### config.mk
export PLATFORM = sky130hd
export DESIGN_NAME = weight_average_presence_detect_flat
export DESIGN_NICKNAME = d
export VERILOG_FILES = /design/src/sv/wapd_pkg.sv /design/src/sv/wapd_if.sv /design/src/sv/weight_average_presence_detect.sv /design/src/sv/wapd_div.sv /design/src/flat_wrapper.sv
export SDC_FILE = /design/constraint.sdc
export NUM_CORES = 1
export LEC_CHECK = 0
export BUFFER_PORTS_ARGS = -buffer_cell sky130_fd_sc_hd__buf_2
export CORE_ASPECT_RATIO = 0.8
export CORE_MARGIN = 4
export CORE_UTILIZATION = 55
export CTS_CLUSTER_DIAMETER = 150
export DETAILED_ROUTE_END_ITERATION = 8
export PLACE_DENSITY_LB_ADDON = 0.25
export RECOVER_POWER = 100
export SETUP_SLACK_MARGIN = 0.4
export SLEW_MARGIN = 10
export SYNTH_ARGS = -nofsm -noshare
export SYNTH_HDL_FRONTEND = slang
export SYNTH_HIERARCHICAL = 1
export SYNTH_SLANG_ARGS = --single-unit
### constraint.sdc
create_clock -name clk -period 3.55 [get_ports clk]
set_input_delay 0.355 -clock clk [delete_from_list [all_inputs] [get_ports clk]]
set_output_delay 0.355 -clock clk [all_outputs]
set_load 0.01 [all_outputs]
### src/sv/wapd_pkg.sv
`default_nettype none

package wapd_pkg;

    // Field widths
    localparam int DATA_W         = 24;
    localparam int CONF_W         = 8;
    localparam int CFG_IDX_W      = 2;
    localparam int RING_DEPTH_DEF = 8;

    // Configuration register indexes
    localparam logic [CFG_IDX_W-1:0] REG_TRIGGER  = 2'd0;
    localparam logic [CFG_IDX_W-1:0] REG_RELEASE  = 2'd1;
    localparam logic [CFG_IDX_W-1:0] REG_REQUIRED = 2'd2;

    // Register reset values
    localparam logic signed [DATA_W-1:0] TRIGGER_RST  = 24'sd2000;
    localparam logic signed [DATA_W-1:0] RELEASE_RST  = 24'sd1000;
    localparam logic [CONF_W-1:0]        REQUIRED_RST = 8'd5;

    // Microprogram steps, in program order
    typedef enum logic [2:0] {
        S_WAIT,
        S_READ,
        S_UPDATE,
        S_DIV_INIT,
        S_DIV_STEP,
        S_DIV_DONE,
        S_DECIDE,
        S_EMIT
    } step_t;

    // Jump conditions: jump to target when true, else fall through
    typedef enum logic [2:0] {
        COND_NEXT,
        COND_NO_INPUT,
        COND_INVALID,
        COND_DIV_MORE,
        COND_OUT_BUSY
    } cond_t;

    typedef struct packed {
        logic  in_ready;
        logic  mem_read;
        logic  update;
        logic  div_init;
        logic  div_step;
        logic  div_done;
        logic  decide;
        logic  emit;
        cond_t cond;
        step_t target;
    } ctrl_word_t;

    // Control store
    function automatic ctrl_word_t ucode(input step_t s);
        ctrl_word_t w;
        w        = '0;
        w.cond   = COND_NEXT;
        w.target = S_WAIT;
        unique case (s)
            S_WAIT:
            begin
                w.in_ready = 1'b1;
                w.cond     = COND_NO_INPUT;
                w.target   = S_WAIT;
            end
            S_READ:
            begin
                w.mem_read = 1'b1;
                w.cond     = COND_INVALID;
                w.target   = S_DIV_INIT;
            end
            S_UPDATE:
            begin
                w.update = 1'b1;
            end
            S_DIV_INIT:
            begin
                w.div_init = 1'b1;
            end
            S_DIV_STEP:
            begin
                w.div_step = 1'b1;
                w.cond     = COND_DIV_MORE;
                w.target   = S_DIV_STEP;
            end
            S_DIV_DONE:
            begin
                w.div_done = 1'b1;
            end
            S_DECIDE:
            begin
                w.decide = 1'b1;
            end
            S_EMIT:
            begin
                w.emit   = 1'b1;
                w.cond   = COND_OUT_BUSY;
                w.target = S_EMIT;
            end
        endcase
        return w;
    endfunction

endpackage

`default_nettype wire

### src/sv/wapd_if.sv
`default_nettype none

// Sample channel
interface wapd_in_if;
    logic                             valid;
    logic                             ready;
    logic signed [wapd_pkg::DATA_W-1:0] weight;
    logic                             weight_valid;

    modport source (output valid, output weight, output weight_valid, input ready);
    modport sink   (input valid, input weight, input weight_valid, output ready);
endinterface

// Result channel
interface wapd_out_if;
    logic                               valid;
    logic                               ready;
    logic signed [wapd_pkg::DATA_W-1:0] smoothed_weight;
    logic                               presence;
    logic [wapd_pkg::CONF_W-1:0]        confidence;

    modport source (output valid, output smoothed_weight, output presence,
                    output confidence, input ready);
    modport sink   (input valid, input smoothed_weight, input presence,
                    input confidence, output ready);
endinterface

// Configuration write channel
interface wapd_cfg_if;
    logic                             valid;
    logic                             ready;
    logic [wapd_pkg::CFG_IDX_W-1:0]   index;
    logic [wapd_pkg::DATA_W-1:0]      data;

    modport source (output valid, output index, output data, input ready);
    modport sink   (input valid, input index, input data, output ready);
endinterface

`default_nettype wire

### src/sv/weight_average_presence_detect.sv
// Moving average of weight samples with a hysteresis presence counter.
//
// sample_ch : one item per sample (weight, weight_valid), valid/ready.
// result_ch : one item per sample (smoothed_weight, presence, confidence).
// cfg_ch    : register writes (index, data); always ready. Write only while
//             the block is idle.
//
// A small microprogram drives the datapath: wait, ring read, total update,
// divider load, TOTAL_W steps of shift-subtract division, sign fix,
// threshold decision, result load, with TOTAL_W = 24 + clog2(RING_DEPTH).
// An invalid sample skips the total update. One item is in work at a time;
// the next one can be taken in the same cycle that the result first sits
// in the output register.
//
// Reset clears the ring fill state, total, counter and presence and loads
// the default thresholds; no clearing pass is needed. If the receiver
// stalls, the result holds in the output register and the block can take
// and process one more item, then waits at the result load step.
`default_nettype none

module weight_average_presence_detect #(
    parameter int RING_DEPTH = wapd_pkg::RING_DEPTH_DEF
) (
    input  logic               clk,
    input  logic               rst_n,
    wapd_in_if.sink            sample_ch,
    wapd_out_if.source         result_ch,
    wapd_cfg_if.sink           cfg_ch
);

    import wapd_pkg::*;

    localparam int SLOT_W  = (RING_DEPTH > 1) ? $clog2(RING_DEPTH) : 1;
    localparam int CNT_W   = $clog2(RING_DEPTH + 1);
    localparam int TOTAL_W = DATA_W + $clog2(RING_DEPTH);

    // Sequencer
    step_t      pc_reg;
    step_t      pc_next;
    ctrl_word_t ctrl;
    logic       jump;
    logic       in_acc;
    logic       out_busy;
    logic       emit_fire;

    // Datapath
    logic signed [DATA_W-1:0]  ring_mem [RING_DEPTH];
    logic signed [DATA_W-1:0]  w_reg;
    logic                      valid_reg;
    logic signed [DATA_W-1:0]  rd_reg;
    logic signed [DATA_W-1:0]  rd_eff;
    logic signed [TOTAL_W-1:0] total_reg;
    logic signed [TOTAL_W-1:0] total_next;
    logic [SLOT_W-1:0]         slot_reg;
    logic [SLOT_W-1:0]         slot_next;
    logic                      full_reg;
    logic                      full_next;
    logic [CNT_W-1:0]          count_cur;
    logic [TOTAL_W-1:0]        tot_mag;
    logic [TOTAL_W-1:0]        quot;
    logic                      div_last;
    logic                      neg_reg;
    logic                      zero_reg;
    logic [DATA_W-1:0]         avg_mag;
    logic signed [DATA_W-1:0]  avg_calc;
    logic signed [DATA_W-1:0]  avg_reg;

    // Configuration and detection
    logic signed [DATA_W-1:0]  trig_reg;
    logic signed [DATA_W-1:0]  rel_reg;
    logic [CONF_W-1:0]         req_reg;
    logic [CONF_W-1:0]         conf_reg;
    logic [CONF_W-1:0]         conf_next;
    logic                      pres_reg;
    logic                      pres_next;
    logic [CONF_W:0]           conf_inc;
    logic [CONF_W-1:0]         conf_cap;
    logic [CONF_W-1:0]         conf_dec;

    // Output register
    logic                      out_valid_reg;
    logic signed [DATA_W-1:0]  sw_out_reg;
    logic                      pres_out_reg;
    logic [CONF_W-1:0]         conf_out_reg;

    // Control word fetch and jump decision
    assign ctrl      = ucode(pc_reg);
    assign in_acc    = sample_ch.valid && ctrl.in_ready;
    assign out_busy  = out_valid_reg && !result_ch.ready;
    assign emit_fire = ctrl.emit && !out_busy;

    always_comb
    begin
        unique case (ctrl.cond)
            COND_NEXT:     jump = 1'b0;
            COND_NO_INPUT: jump = !in_acc;
            COND_INVALID:  jump = !valid_reg;
            COND_DIV_MORE: jump = !div_last;
            COND_OUT_BUSY: jump = out_busy;
            default:       jump = 1'b0;
        endcase
        // falling through the last step wraps to the wait step
        pc_next = jump ? ctrl.target : step_t'(pc_reg + 3'd1);
    end

    // Ring total update and write pointer
    always_comb
    begin
        rd_eff     = full_reg ? rd_reg : '0;
        total_next = total_reg - TOTAL_W'(rd_eff) + TOTAL_W'(w_reg);
        full_next  = full_reg;
        if (slot_reg == SLOT_W'(RING_DEPTH - 1))
        begin
            slot_next = '0;
            full_next = 1'b1;
        end
        else
        begin
            slot_next = slot_reg + 1'b1;
        end
    end

    // Divider operands and signed result
    always_comb
    begin
        count_cur = full_reg ? CNT_W'(RING_DEPTH) : CNT_W'(slot_reg);
        tot_mag   = total_reg[TOTAL_W-1] ? TOTAL_W'(-total_reg) : TOTAL_W'(total_reg);
        avg_mag   = quot[DATA_W-1:0];
        avg_calc  = zero_reg ? '0 : (neg_reg ? -avg_mag : avg_mag);
    end

    wapd_div #(
        .DIVIDEND_W (TOTAL_W),
        .DIVISOR_W  (CNT_W)
    ) u_div (
        .clk      (clk),
        .rst_n    (rst_n),
        .start    (ctrl.div_init),
        .step     (ctrl.div_step),
        .dividend (tot_mag),
        .divisor  (count_cur),
        .quotient (quot),
        .last     (div_last)
    );

    // Hysteresis counter; trigger takes priority over release
    always_comb
    begin
        conf_inc  = {1'b0, conf_reg} + 1'b1;
        conf_cap  = (conf_inc > {1'b0, req_reg}) ? req_reg : conf_inc[CONF_W-1:0];
        conf_dec  = (conf_reg == '0) ? '0 : conf_reg - 1'b1;
        conf_next = conf_reg;
        pres_next = pres_reg;
        if (valid_reg)
        begin
            if (avg_reg >= trig_reg)
            begin
                conf_next = conf_cap;
                if (conf_cap >= req_reg)
                begin
                    pres_next = 1'b1;
                end
            end
            else if (avg_reg <= rel_reg)
            begin
                conf_next = conf_dec;
                if (conf_dec == '0)
                begin
                    pres_next = 1'b0;
                end
            end
        end
    end

    // Control state
    always_ff @(posedge clk or negedge rst_n)
    begin
        if (!rst_n)
        begin
            pc_reg        <= S_WAIT;
            total_reg     <= '0;
            slot_reg      <= '0;
            full_reg      <= 1'b0;
            conf_reg      <= '0;
            pres_reg      <= 1'b0;
            trig_reg      <= TRIGGER_RST;
            rel_reg       <= RELEASE_RST;
            req_reg       <= REQUIRED_RST;
            out_valid_reg <= 1'b0;
        end
        else
        begin
            pc_reg <= pc_next;
            if (ctrl.update)
            begin
                total_reg <= total_next;
                slot_reg  <= slot_next;
                full_reg  <= full_next;
            end
            if (ctrl.decide)
            begin
                conf_reg <= conf_next;
                pres_reg <= pres_next;
            end
            if (cfg_ch.valid)
            begin
                unique case (cfg_ch.index)
                    REG_TRIGGER:  trig_reg <= cfg_ch.data;
                    REG_RELEASE:  rel_reg  <= cfg_ch.data;
                    REG_REQUIRED: req_reg  <= cfg_ch.data[CONF_W-1:0];
                    default:      ;
                endcase
            end
            if (emit_fire)
            begin
                out_valid_reg <= 1'b1;
            end
            else if (result_ch.ready)
            begin
                out_valid_reg <= 1'b0;
            end
        end
    end

    // Payload registers
    always_ff @(posedge clk)
    begin
        if (in_acc)
        begin
            w_reg     <= sample_ch.weight;
            valid_reg <= sample_ch.weight_valid;
        end
        if (ctrl.div_init)
        begin
            neg_reg  <= total_reg[TOTAL_W-1];
            zero_reg <= (count_cur == '0);
        end
        if (ctrl.div_done)
        begin
            avg_reg <= avg_calc;
        end
        if (emit_fire)
        begin
            sw_out_reg   <= avg_reg;
            pres_out_reg <= pres_reg;
            conf_out_reg <= conf_reg;
        end
    end

    // Sample ring
    always_ff @(posedge clk)
    begin
        if (ctrl.mem_read)
        begin
            rd_reg <= ring_mem[slot_reg];
        end
        if (ctrl.update)
        begin
            ring_mem[slot_reg] <= w_reg;
        end
    end

    assign sample_ch.ready           = ctrl.in_ready;
    assign cfg_ch.ready              = 1'b1;
    assign result_ch.valid           = out_valid_reg;
    assign result_ch.smoothed_weight = sw_out_reg;
    assign result_ch.presence        = pres_out_reg;
    assign result_ch.confidence      = conf_out_reg;

endmodule

`default_nettype wire

### src/sv/wapd_div.sv
`default_nettype none

// Restoring shift-subtract divider, one quotient bit per step
module wapd_div #(
    parameter int DIVIDEND_W = 27,
    parameter int DIVISOR_W  = 4
) (
    input  logic                  clk,
    input  logic                  rst_n,
    input  logic                  start,
    input  logic                  step,
    input  logic [DIVIDEND_W-1:0] dividend,
    input  logic [DIVISOR_W-1:0]  divisor,
    output logic [DIVIDEND_W-1:0] quotient,
    output logic                  last
);

    localparam int ITER_W = $clog2(DIVIDEND_W);

    logic [DIVISOR_W-1:0]  den_reg;
    logic [DIVISOR_W-1:0]  rem_reg;
    logic [DIVISOR_W-1:0]  rem_next;
    logic [DIVIDEND_W-1:0] quo_reg;
    logic [DIVIDEND_W-1:0] quo_next;
    logic [ITER_W-1:0]     iter_reg;
    logic [DIVISOR_W:0]    trial;
    logic                  fits;

    // One trial subtraction
    always_comb
    begin
        trial    = {rem_reg, quo_reg[DIVIDEND_W-1]};
        fits     = (trial >= {1'b0, den_reg});
        rem_next = fits ? DIVISOR_W'(trial - {1'b0, den_reg}) : trial[DIVISOR_W-1:0];
        quo_next = {quo_reg[DIVIDEND_W-2:0], fits};
    end

    // Step counter
    always_ff @(posedge clk or negedge rst_n)
    begin
        if (!rst_n)
        begin
            iter_reg <= '0;
        end
        else if (start)
        begin
            iter_reg <= '0;
        end
        else if (step)
        begin
            iter_reg <= iter_reg + 1'b1;
        end
    end

    // Remainder and quotient shift register
    always_ff @(posedge clk)
    begin
        if (start)
        begin
            den_reg <= divisor;
            rem_reg <= '0;
            quo_reg <= dividend;
        end
        else if (step)
        begin
            rem_reg <= rem_next;
            quo_reg <= quo_next;
        end
    end

    assign quotient = quo_reg;
    assign last     = (iter_reg == ITER_W'(DIVIDEND_W - 1));

endmodule

`default_nettype wire

### src/flat_wrapper.sv
// flat-port wrapper written by rule: the top's interface ports become plain ports
module weight_average_presence_detect_flat import wapd_pkg::*;
#(
    parameter int RING_DEPTH = wapd_pkg::RING_DEPTH_DEF
)
  (clk, rst_n, sample_ch_valid, sample_ch_weight, sample_ch_weight_valid, sample_ch_ready, result_ch_valid, result_ch_smoothed_weight, result_ch_presence, result_ch_confidence, result_ch_ready, cfg_ch_valid, cfg_ch_index, cfg_ch_data, cfg_ch_ready);
  wapd_in_if sample_ch_i ();
  wapd_out_if result_ch_i ();
  wapd_cfg_if cfg_ch_i ();
  input  logic clk;
  input  logic rst_n;
  input wire logic [$bits(sample_ch_i.valid)-1:0] sample_ch_valid;
  input wire logic [$bits(sample_ch_i.weight)-1:0] sample_ch_weight;
  input wire logic [$bits(sample_ch_i.weight_valid)-1:0] sample_ch_weight_valid;
  output wire logic [$bits(sample_ch_i.ready)-1:0] sample_ch_ready;
  output wire logic [$bits(result_ch_i.valid)-1:0] result_ch_valid;
  output wire logic [$bits(result_ch_i.smoothed_weight)-1:0] result_ch_smoothed_weight;
  output wire logic [$bits(result_ch_i.presence)-1:0] result_ch_presence;
  output wire logic [$bits(result_ch_i.confidence)-1:0] result_ch_confidence;
  input wire logic [$bits(result_ch_i.ready)-1:0] result_ch_ready;
  input wire logic [$bits(cfg_ch_i.valid)-1:0] cfg_ch_valid;
  input wire logic [$bits(cfg_ch_i.index)-1:0] cfg_ch_index;
  input wire logic [$bits(cfg_ch_i.data)-1:0] cfg_ch_data;
  output wire logic [$bits(cfg_ch_i.ready)-1:0] cfg_ch_ready;
  assign sample_ch_i.valid = sample_ch_valid;
  assign sample_ch_i.weight = sample_ch_weight;
  assign sample_ch_i.weight_valid = sample_ch_weight_valid;
  assign sample_ch_ready = sample_ch_i.ready;
  assign result_ch_valid = result_ch_i.valid;
  assign result_ch_smoothed_weight = result_ch_i.smoothed_weight;
  assign result_ch_presence = result_ch_i.presence;
  assign result_ch_confidence = result_ch_i.confidence;
  assign result_ch_i.ready = result_ch_ready;
  assign cfg_ch_i.valid = cfg_ch_valid;
  assign cfg_ch_i.index = cfg_ch_index;
  assign cfg_ch_i.data = cfg_ch_data;
  assign cfg_ch_ready = cfg_ch_i.ready;
  weight_average_presence_detect #(.RING_DEPTH(RING_DEPTH)) u_core (.clk(clk), .rst_n(rst_n), .sample_ch(sample_ch_i), .result_ch(result_ch_i), .cfg_ch(cfg_ch_i));
endmodule
==> results of run 1 <==
cell families (layout without fill, tap and decap cells):
logic type	after synthesis	after routing	synth area share (%)
AO/OA/AOI/OAI	350	350	11.21
multiplexers	76	76	3.922
XOR/XNOR	74	74	3.010
AND/OR/NAND/NOR	399	399	9.715
buffers and inverters	250	475	4.416
adder cells (fa/ha/maj)	137	137	8.901
flip-flops	440	440	58.81
other	1	2	0.01741
cells in the final DEF (no fill, tap or decap), drive strengths merged, types with 27 or more instances in the layout:
master	synthesis	final
a21oi	50	50
mux2	67	67
dfrtp	91	91
o21ai	81	81
ha	110	110
xor2	35	35
xnor2	39	39
a22oi	98	98
nand2	113	113
buf	9	160
edfxtp	331	331
fa	27	27
clkbuf	54	70
a21o	30	30
nand4	46	46
inv	187	192
dlygate4sd3	0	32
and2	36	36
nor2	68	68
what timing repair did:
action                                 4_1_cts  5_1_grt
endpoints found under the hold margin       81        0
setup endpoints to repair                   11       18
pin swaps                                   18       35
gates resized for setup                     34       69
hold buffers                                32        0
buffers inserted                             8       13
per-stage QoR:
step,TNS [ns],cell area (um2)
2_1_floorplan,-0.03644,21610
3_3_place_gp,-0.2692,22910
3_5_place_dp,-0.2987,22910
4_1_cts,-0.1760,24820
5_1_grt,-0.3289,25150
6_report,-0.2208,25150
worst min-delay path: cells and delay by family:
kind                   cells  cell delay, ns
AND/OR/NAND/NOR            1            0.04
buffers and inverters      1            0.09
AO/OA/AOI/OAI              1            0.06
area by class of cell:
| cell class | count | area [um2] |
|---|---|---|
| clock buffers | 56 | 1189 |
| repair buffers | 206 | 1380 |
| diodes | 1 | 2.502 |
| well taps | 495 | 619.3 |
| flip-flops and latches | 440 | 12670 |
| inverters | 187 | 704.4 |
| fillers | 2822 | 13290 |
| multi-input cells | 1037 | 8411 |
| clock inverters | 26 | 177.7 |
metal layers:
layer	vias up	global-route usage, %	wire [um]
li1	6690	-	-
met4	0	5.353	686
met2	410	37.01	22910
met1	7147	35.20	23090
met3	55	3.244	2989
met5	-	0	0
power by group:
group | switching [uW] | internal, uW | total, uW
clock network | 1980 | 2470 | 4440
registers | 983 | 7030 | 8010
logic | 5510 | 4420 | 9930
worst min-delay path by stage:
stage | end | cells past startpoint | startpoint
floorplan | u_core/conf_reg[0] | 0 | rst_n
global placement | u_core/u_div/rem_reg[3] | 2 | u_core/u_div/rem_reg[3]
detailed placement | u_core/u_div/rem_reg[3] | 2 | u_core/u_div/rem_reg[3]
CTS | u_core/trig_reg[11] | 3 | cfg_ch_data[11]
global route | u_core/trig_reg[15] | 3 | cfg_ch_data[15]
finish | u_core/trig_reg[19] | 3 | cfg_ch_data[19]
==> qor.yml, run 1 <==
synth:
  syn_inst: 1727
  synth_flop_cell: "edfxtp_1"
  synth_seq_area_share_pct: 58.81
  synth_edf_count: 331
  avgSynthCellArea_um2: 12.47
  yosysUniqueCellTypes: 87
  synth_common_cells: "edfxtp_1, inv_1, nand2_1"
  syn_nets: 1920
  yosys.area.top_type_share_pct: 46.16
  yosys_warnings: 6
  ys_async_sr_fraction_pct: 23.86
  synth_top_cell_by_area: "edfxtp_1"
  synth.most_common_cell: "edfxtp_1"
  ys_seq_elements: 440
  synth_area_leaders: "edfxtp_1, dfrtp_1, ha_1, mux2_2, a22oi_1"
  syn_area_um2: 21530
detailed_routing:
  dr.pass1.iters: 6
  num_vias: 14302
  drt_iter0_drc: 1382
  wirelength_um: 49670
  routed_via_density: 5.842
  drc: 0
  ant_nets: 0
  wl_per_cell_um: 20.29
floorplan:
  ios: 92
  die_w_um: 229.2
  dieHeight_um: 185.0
  core_um2: 38440
  start_util_pct: 56.03
  rows: 64
  die_area_um2: 42400
final_layout:
  final_util_pct: 65.44
  largest_register_ffs: 192
  instances_no_fill: 2448
  final_net_count: 2110
  syn2layout_area_growth_pct: 16.80
  final_layout_size_suffix_gt1_share_pct: 21.36
critical_path:
  critical_path_required_ns: 3.98
  r2r_cells: 19
  crit_buf_inv: 1
  setup.worst_path.end_class: "flip-flop"
  cpLargestDelayFamily: "compound AO/OA/AOI/OAI gates"
  slowest_stage: "dfrtp_1"
  max_stage_delay_ns: 0.43
  crit_type: "reg -> reg"
  crit_fanout: 3
  cp-endpoint: "u_core/pres_reg"
  crit_top_cell: "a21o_1"
  worstReg2RegStart: "u_core/conf_reg[1]"
  cp-startpoint: "u_core/conf_reg[1]"
  rr_endpoint: "u_core/pres_reg"
  critPathLaunchType: "flip-flop"
  crit_cells: 19
  path_cells: "ha_4 > xor2_2 > ha_1 > a21o_1 > a21o_1 > a211oi_2 > o21a_1 > o32a_1 > mux2_4 > inv_4 > ha_4 > nand2b_4 > a21o_1 > a21o_1 > a21o_1 > a21oi_2 > o21ai_1 > a31oi_1 > a31oi_1"
  arrival_ns: 4.20
  rrSetupSlack_ns: -0.22
timing:
  relSlewSlack_pct: -27.45
  setup_viol: 1
  finalMaxSlewViolations: 48
  hold_viol_final: 0
  post-route-period-util_pct: 106.2
  tightest_slew_ns: 1.912
  hold_ws_ns: 0.02110
  rsz0062_at_grt: "true"
  finalClockSkew_ns: 0.02212
  fmax_mhz: 265.2
  timing.final.ws_setup_ns: -0.2208
  finalCriticalPeriod_ns: 3.771
clock_tree:
  cts.sinks: 440
  root_buffer: "clkbuf_16"
  insertion_delay_ns: 0.57
  cts_max_path_buffers: 3
  htreeDepth: 2
  tritoncts: "built"
  cts_buffers: 45
  path_clk_slew_ns: 0.06
placement:
  portBuffers: 90
  dp.cells: 2312
  place_ws_ns: -0.2987
  finalWeightedCongestion: 0.8582
  hpwl_um: 32810
pwr:
  static-leakage-power_uw: 0.009896
  peakVddDrop_uv: 447.9
  total_power_uw: 22380
  powerDensity_nw_per_um2: 889.8
global_route:
  gr-total-overflow: 0
  antenna_found_initial: 0
  grt_first_pass_wirelength_um: 79380
  grt_pass1_vias: 14436
  grt_max_degree: 61
  grtUsageTotal_pct: 23.47
run_status:
  outcome: "complete, but fails checks"
  failed_checks: "max-capacitance violations, max-slew violations, negative setup slack"
flow_run:
  maxCapViolations: 1
hold_path:
  hold_path.class: "in -> reg"
Note: power is estimated with default switching activity, not from simulation.
==> run 2: changes to the inputs <==
RECOVER_POWER = default   (was 100)
==> run 2 against run 1 <==
Compared with the run above:
- the run ends with negative setup slack left
- first-iteration DRC count is 3.0% higher
- total power is 0.15% higher
- clock power is essentially flat
- highest routed layer unchanged
- largest power group unchanged
- flip-flop and latch count unchanged
- clock skew is essentially flat
- largest cell class unchanged
- count of clock-buffer cells in the layout unchanged
- routed wire length up 0.19%
- sequential share of layout area down 0.098 points
==> qor.yml, run 2 (synthesis results as in run 1) <==
run_status:
  outcome: "complete, but fails checks"
  failed_checks: "negative setup slack"
critical_path:
  crit_fanout: 3
  setup.worst_path.end_class: "flip-flop"
  critical_path_required_ns: 3.98
  crit_type: "reg -> reg"
  cp-startpoint: "u_core/conf_reg[1]"
  rrSetupSlack_ns: -0.22
  critPathLaunchType: "flip-flop"
  worstReg2RegStart: "u_core/conf_reg[1]"
  path_cells: "ha_4 > xor2_2 > ha_1 > a21o_1 > a21o_1 > a211oi_2 > o21a_1 > o32a_1 > mux2_4 > inv_4 > ha_4 > nand2b_4 > a21o_1 > a21o_1 > a21o_1 > a21oi_2 > o21ai_1 > a31oi_1 > a31oi_1"
  crit_buf_inv: 1
  arrival_ns: 4.20
  crit_top_cell: "a21o_1"
  slowest_stage: "dfrtp_1"
  max_stage_delay_ns: 0.43
  cpLargestDelayFamily: "compound AO/OA/AOI/OAI gates"
global_route:
  antenna_found_initial: 0
  gr-total-overflow: 0
  grt_first_pass_wirelength_um: 79380
  grt_max_degree: 61
  grtUsageTotal_pct: 23.47
  grt_pass1_vias: 14436
flow_run:
  maxCapViolations: 0
clock_tree:
  cts_max_path_buffers: 3
  cts_buffers: 45
  htreeDepth: 2
  root_buffer: "clkbuf_16"
  path_clk_slew_ns: 0.06
  insertion_delay_ns: 0.57
  cts.sinks: 440
  tritoncts: "built"
hold_path:
  hold_path.class: "in -> reg"
  min_from: "cfg_ch_data[19]"
timing:
  setup_viol: 1
  finalClockSkew_ns: 0.02222
  timing.final.ws_setup_ns: -0.2213
  finalMaxSlewViolations: 0
  hold_ws_ns: 0.01904
  fmax_mhz: 265.2
  tightest_slew_ns: 1.074
  relSlewSlack_pct: 28.40
  finalCriticalPeriod_ns: 3.771
  post-route-period-util_pct: 106.2
  hold_viol_final: 0
  rsz0062_at_grt: "true"
pwr:
  powerDensity_nw_per_um2: 889.4
  static-leakage-power_uw: 0.009944
  peakVddDrop_uv: 449.7
floorplan:
  start_util_pct: 56.03
  core_um2: 38440
  dieHeight_um: 185.0
  rows: 64
  ios: 92
  die_area_um2: 42400
  die_w_um: 229.2
detailed_routing:
  ant_nets: 0
  drt_iter0_drc: 1423
  wirelength_um: 49770
  routed_via_density: 5.851
  wl_per_cell_um: 20.33
  num_vias: 14323
  dr.pass1.iters: 7
  drc: 0
final_layout:
  instances_no_fill: 2448
  fin_area_um2: 25200
  final_util_pct: 65.56
  final_net_count: 2110
  final_layout_size_suffix_gt1_share_pct: 22.08
  syn2layout_area_growth_pct: 17.02
  final_cell_mix: "edfxtp_1, inv_1, nand2_1, a22oi_1, buf_2"
  largest_register_ffs: 192
  final_common_cell: "edfxtp_1"
placement:
  finalWeightedCongestion: 0.8582
  portBuffers: 90
  dpl-instance-area_um2: 22910
  dp.cells: 2312
  hpwl_um: 32810
==> run 2: cell count changes in the layout (fill, tap and decap cells not counted) <==
cell | previous run | this run
clkbuf_1 | 23 | 10
nor3b_1 | 9 | 8
nor3b_2 | 5 | 6
buf_4 | 68 | 80
buf_2 | 87 | 89
clkbuf_4 | 1 | 0
==> run 2: layout make-up <==
class / count / area, um2
fillers: 2812 / 13240
flip-flops and latches: 440 / 12670
multi-input cells: 1037 / 8416
repair buffers: 206 / 1424
clock buffers: 56 / 1189
inverters: 187 / 704.4
well taps: 495 / 619.3
clock inverters: 26 / 177.7
diodes: 1 / 2.502
==> run 2: worst min-delay path, cell delays in order <==
cell and delay (ns):
buf_2 0.09, nand2_1 0.04, o21ai_0 0.06
==> run 2: worst paths after layout <==
kind	end	cells past startpoint
max	u_core/pres_reg	19
min	u_core/trig_reg[19]	3
max reg2reg	u_core/pres_reg	19
min reg2reg	u_core/u_div/rem_reg[3]	2
max in group asynchronous	u_core/full_reg	3
min in group asynchronous	u_core/trig_reg[13]	2
==> run 2: stage by stage <==
stage / setup WS (ns) / power (uW) / setup TNS, ns
after floorplan: -0.03644 / 14190 / -0.03644
after global placement: -0.2692 / 16510 / -0.2692
after detailed placement: -0.2987 / 16760 / -0.2987
after CTS: -0.1760 / 21640 / -0.1760
after global routing: -0.3289 / 23940 / -0.3289
final: -0.2213 / 22410 / -0.2213
==> run 2: timing repair <==
item | 4_1_cts | 5_1_grt
hold buffers | 32 | 0
hold endpoints to repair | 81 | 0
pin swaps | 18 | 35
resized for setup | 34 | 69
endpoints found under the setup margin | 11 | 18
setup buffers | 8 | 13
==> run 2: per-layer routing <==
| metal | vias up | track usage, % | wire length (um) |
|---|---|---|---|
| li1 | 6695 | - | - |
| met1 | 7170 | 35.20 | 23220 |
| met2 | 405 | 37.01 | 23020 |
| met3 | 53 | 3.244 | 2847 |
| met4 | 0 | 5.353 | 681 |
| met5 | - | 0 | 0 |
==> run 2: power breakdown <==
group          switching [uW]  internal (uW)
Sequential                987           7030
Combinational            5510           4440
Clock                    1980           2470
